## config.mk

```make
export PLATFORM = sky130hd
export DESIGN_NAME = vdi_front
export DESIGN_NICKNAME = d
export VERILOG_FILES = /design/src/rtl/vdi_pkg.sv /design/src/rtl/vdi_front.sv
export SDC_FILE = /design/constraint.sdc
export NUM_CORES = 1
export LEC_CHECK = 0
export CORE_ASPECT_RATIO = 1.2
export CORE_MARGIN = 2
export CORE_UTILIZATION = 55
export DETAILED_ROUTE_END_ITERATION = 8
export DONT_BUFFER_PORTS = 1
export GPL_ROUTABILITY_DRIVEN = 0
export PLACE_DENSITY = 0.75
export SLEW_MARGIN = 15
export SYNTH_ARGS = -nofsm -noshare
export SYNTH_HDL_FRONTEND = slang
export SYNTH_SLANG_ARGS = --single-unit
```

## constraint.sdc

```tcl
create_clock -name clk_i -period 8.38 [get_ports clk_i]
set_input_delay 1.257 -clock clk_i [delete_from_list [all_inputs] [get_ports clk_i]]
set_output_delay 1.257 -clock clk_i [all_outputs]
set_load 0.02 [all_outputs]
```

## src/rtl/vdi_pkg.sv

```systemverilog
// ----------------------------------------------------------------------------
// vdi_pkg
// Shared types, constants and float helpers for the vertex dedup indexer.
// ----------------------------------------------------------------------------
package vdi_pkg;

  localparam int unsigned TABLE_DEPTH = 1024;
  localparam int unsigned COORD_W     = 32;
  localparam int unsigned VERTEX_W    = 3 * COORD_W;
  localparam int unsigned INDEX_W     = 10;

  typedef struct packed {
    logic               start_mesh;
    logic [COORD_W-1:0] coord_x;
    logic [COORD_W-1:0] coord_y;
    logic [COORD_W-1:0] coord_z;
  } in_item_t;

  typedef struct packed {
    logic [INDEX_W-1:0] vertex_index;
    logic               is_new;
    logic               table_overflow;
  } out_item_t;

  // classified item: coord is {x, y, z}, is_zero[2] belongs to x
  typedef struct packed {
    logic                start;
    logic                any_nan;
    logic [2:0]          is_zero;
    logic [VERTEX_W-1:0] coord;
  } cls_item_t;

  function automatic logic is_nan32(input logic [COORD_W-1:0] b);
    return b[COORD_W-2:0] > 31'h7F80_0000;
  endfunction

  function automatic logic is_zero32(input logic [COORD_W-1:0] b);
    return b[COORD_W-2:0] == '0;
  endfunction

endpackage

```

## src/rtl/vdi_front.sv

```systemverilog
// ----------------------------------------------------------------------------
// vdi_front
// Accepts vertex items, flags NaN and zero components, and buffers them in a
// two-entry queue toward the scan engine.
// ----------------------------------------------------------------------------
module vdi_front import vdi_pkg::*; (
  input  logic      clk_i,
  input  logic      rst_ni,
  input  logic      push,
  output logic      full,
  input  in_item_t  in_item_i,
  output logic      q_valid_o,
  output cls_item_t q_item_o,
  input  logic      q_pop_i
);

  localparam logic [1:0] QDepth = 2'd2;

  cls_item_t cls;
  cls_item_t entry_q [2];
  logic      wr_ptr_q, rd_ptr_q;
  logic [1:0] cnt_q;
  logic      push_ok, pop_ok;

  always_comb begin
    cls.start   = in_item_i.start_mesh;
    cls.coord   = {in_item_i.coord_x, in_item_i.coord_y, in_item_i.coord_z};
    cls.any_nan = is_nan32(in_item_i.coord_x) | is_nan32(in_item_i.coord_y) |
                  is_nan32(in_item_i.coord_z);
    cls.is_zero = {is_zero32(in_item_i.coord_x), is_zero32(in_item_i.coord_y),
                   is_zero32(in_item_i.coord_z)};
  end

  assign full      = (cnt_q == QDepth);
  assign q_valid_o = (cnt_q != 2'd0);
  assign q_item_o  = entry_q[rd_ptr_q];
  assign push_ok   = push && !full;
  assign pop_ok    = q_pop_i && q_valid_o;

  always_ff @(posedge clk_i) begin
    if (push_ok) begin
      entry_q[wr_ptr_q] <= cls;
    end
  end

  always_ff @(posedge clk_i or negedge rst_ni) begin
    if (!rst_ni) begin
      wr_ptr_q <= 1'b0;
      rd_ptr_q <= 1'b0;
      cnt_q    <= 2'd0;
    end else begin
      if (push_ok) begin
        wr_ptr_q <= ~wr_ptr_q;
      end
      if (pop_ok) begin
        rd_ptr_q <= ~rd_ptr_q;
      end
      unique case ({push_ok, pop_ok})
        2'b10:   cnt_q <= cnt_q + 2'd1;
        2'b01:   cnt_q <= cnt_q - 2'd1;
        default: cnt_q <= cnt_q;
      endcase
    end
  end

endmodule

```

==> key figures <==
Routing
  – DR DRC count: 0
  – Drt pass-1 iters: 5
  – Vias: 3478
  – Post-DR vias/cell: 5.98
  – Drt wl/cell: 23.6 µm
  – Final ANT Viol Nets: 0
  – DR iter-0 viols: 207
  – Final wirelength: 13.8 mm

Global route
  – Vias in the first global route: 3676
  – Initial antenna violation count: 0
  – Largest net degree at the start of global routing: 74
  – Global-route wire length before repair: 20.2 mm
  – GRT Util Overall: 0.170
  – GR Overflow Total: 0

Pwr
  – Peak supply drop: 221 µV
  – Net Sw Frac: 0.320
  – Internal power: 0.00226 W
  – NetSw: 0.00106 W
  – Logic pwr share: 0.297
  – P_leak: 3.05 nW
  – Clock Power Share: 0.240
  – Sequential Power Share: 0.463
  – Power Dens Cells: 377 mW/mm²

Clock network
  – CTS resizes: 0
  – Post-CTS Setup Repair Bufs: 0
  – CTS root buffer: clkbuf_16
  – Cts hold-fix bufs: 0
  – CTS clock-pin slew for the worst setup and hold paths: 0.06 ns
  – CTS tree: yes
  – TritonCTS buffer count: 20
  – Clk Latency, worst-skew pair: 0.48 ns
  – Clock tree buffer depth: 3
  – CTS H-tree lvls: 1
  – Clock sink count: 206

Floorplanning
  – Starting Density: 0.563
  – Die width: 115 µm
  – Site Rows: 48
  – Die Y: 137 µm
  – Die area: 0.0157 mm²
  – Core area: 0.0144 mm²
  – IO Count: 204

Logic synthesis
  – Synth cell types: 23
  – Syn nets: 481
  – Yosys reg bits: 206
  – YS warnings: 0
  – Synth Cell Area: 0.00808 mm²
  – Syn Inst Count: 379
  – Post-synthesis sequential area ratio: 0.763
  – Syn_area_per_cell: 21.3 µm²

Timing
  – Post-Route Skew: 0.0128 ns
  – Rel. slew slack: 0.345
  – RSZ-0062 raised after global routing: no
  – Setup tns final: 0 ns
  – Final Hold Fails: 0
  – Fin crit share: 0.491
  – Minimum clock period: 4.12 ns
  – Slew @ Worst Pin: 0.983 ns
  – Slew Limit Fails: 0
  – Final Setup Violations: 0
  – Fmax: 0.243 GHz

Final layout
  – Area occupied by registers: 0.00617 mm²
  – Share of layout cells above drive strength 1: 0.337
  – Multi-input gate area: 0.00181 mm²
  – Layout Cell Area excl Fill: 0.00882 mm²
  – Fill cells: 985
  – N_diodes: 0
  – Layout overhead on the synthesized area: 9.15%
  – Net count of the finished layout: 495

Setup path
  – Critical path launch point type: flip-flop
  – CP Capture Type: output pin
  – Worst Path Max Fanout: 56
  – Worst path arrival time: 2.86 ns
  – Crit path required time: 7.12 ns
  – Crit path kind: flip-flop to output pin

Hold path
  – Class of the worst hold path: input port to async pin

Place
  – Port buffer count: 0
  – Post-DP Area: 0.00823 mm²
  – Detail Placement HPWL: 9.35 mm

Flow run
  – Max_cap viols: 0

Run status
  – Status: finished, final reports clean
-- cell type report --
class,instances,share of cell area
Clock buffer,25,0.0613
Timing Repair Buffer,3,0.00255
Tap cell,175,0.0248
Sequential cell,206,0.700
Multi-Input combinational cell,161,0.206
Inverter,1,0.000426
Clock inverter,11,0.00553
-- per-stage QoR --
step | setup WS, ns | hold WS (ns) | instances | total power, W | util
after floorplan | 2.26 | 0.457 | 379 | 0.00246 | -
after global placement | 4.77 | 0.473 | 546 | 0.00254 | 0.573
after detailed placement | 4.73 | 0.496 | 546 | 0.00257 | 0.573
after CTS | 4.22 | 0.450 | 582 | 0.00336 | 0.614
after global routing | 4.11 | 0.437 | 582 | 0.00346 | 0.614
final | 4.26 | 0.467 | 582 | 0.00332 | 0.614
-- synthesized netlist by cell type --
cell type / instances / share of area
mux2_4: 80 / 0.15
nand4_1: 9 / 0.0070
inv_1: 1 / 0.00046
nor3_1: 5 / 0.0031
o311ai_1: 1 / 0.0011
mux2_2: 21 / 0.029
o21ai_1: 2 / 0.0012
ha_1: 1 / 0.0015
buf_6: 8 / 0.011
and3_2: 1 / 0.00093
buf_4: 1 / 0.00093
or2_2: 1 / 0.00077
nor4_1: 21 / 0.016
xnor2_1: 3 / 0.0033
xor2_1: 2 / 0.0022
nand2_1: 6 / 0.0028
nor2_1: 5 / 0.0023
nand2b_1: 1 / 0.00077
buf_2: 2 / 0.0012
dfrtp_1: 4 / 0.012
and2_4: 1 / 0.0011
edfxtp_1: 202 / 0.75
and3_1: 1 / 0.00077
-- final timing paths --
check,startpoint,slack [ns],to,depth (start not counted)
worst max-delay path,rd_ptr_q,4.26,q_item_o[95],2
worst min-delay path,rst_ni,0.47,cnt_q[1],0
worst max register to register,cnt_q[0],5.64,entry_q[0][82],4
worst min register to register,cnt_q[1],0.50,cnt_q[1],1
max in group asynchronous,rst_ni,7.84,rd_ptr_q,0
min in group clk_i,cnt_q[1],0.50,cnt_q[1],1
-- worst max-delay path, cell delays in order (launching register included) --
cell     delay (ns)
dfrtp_4        1.04
buf_4          0.77
mux2_2         0.48
-- cell families (layout without fill, tap and decap cells) --
logic type,after synthesis,in the layout,synth area share
compound gates,3,3,0.00232
xor+xnor,5,5,0.00542
fa+ha+maj,1,1,0.00155
buf+inv,12,40,0.0138
flops,206,206,0.763
mux,101,101,0.178
simple gates,51,51,0.0358
-- placed cells by master, fill, tap and decap left out --
cell and n:
ha_1 1, clkbuf_16 21, and3_4 1, o311ai_1 1, mux2_4 80, mux2_2 21
inv_1 1, clkinv_1 5, xnor2_1 3, nor2_1 4, nor2_4 1, nor3_1 5
nand4_1 9, nor4_1 21, or2_2 1, nand2b_1 1, clkinv_2 6, xor2_1 2
buf_4 3, and2_4 1, clkbuf_1 4, edfxtp_1 202, nand2_1 6, and3_2 1
dfrtp_4 1, dfrtp_1 3, o21ai_1 2
-- flip-flops by register name, summed over array words and instances, names as in the netlist --
name and count:
wr_ptr_q 1, cnt_q 2, rd_ptr_q 1, entry_q 202
-- metal layers --
metal	global-route usage	share of wire
met1	0.182	0.34
met2	0.292	0.51
met3	0.0864	0.13
met4	0.0583	0.023
met5	0	0
-- power groups by stage --
stage          sequential (W)  clock (W)  combinational (W)
3_3_place_gp          0.00155          0           0.000995
3_5_place_dp          0.00156          0            0.00101
6_report              0.00154   0.000798           0.000988
4_1_cts               0.00154   0.000816            0.00101
2_1_floorplan         0.00150          0           0.000961
5_1_grt               0.00156   0.000856            0.00104
Note: power is estimated with default switching activity, not from simulation.
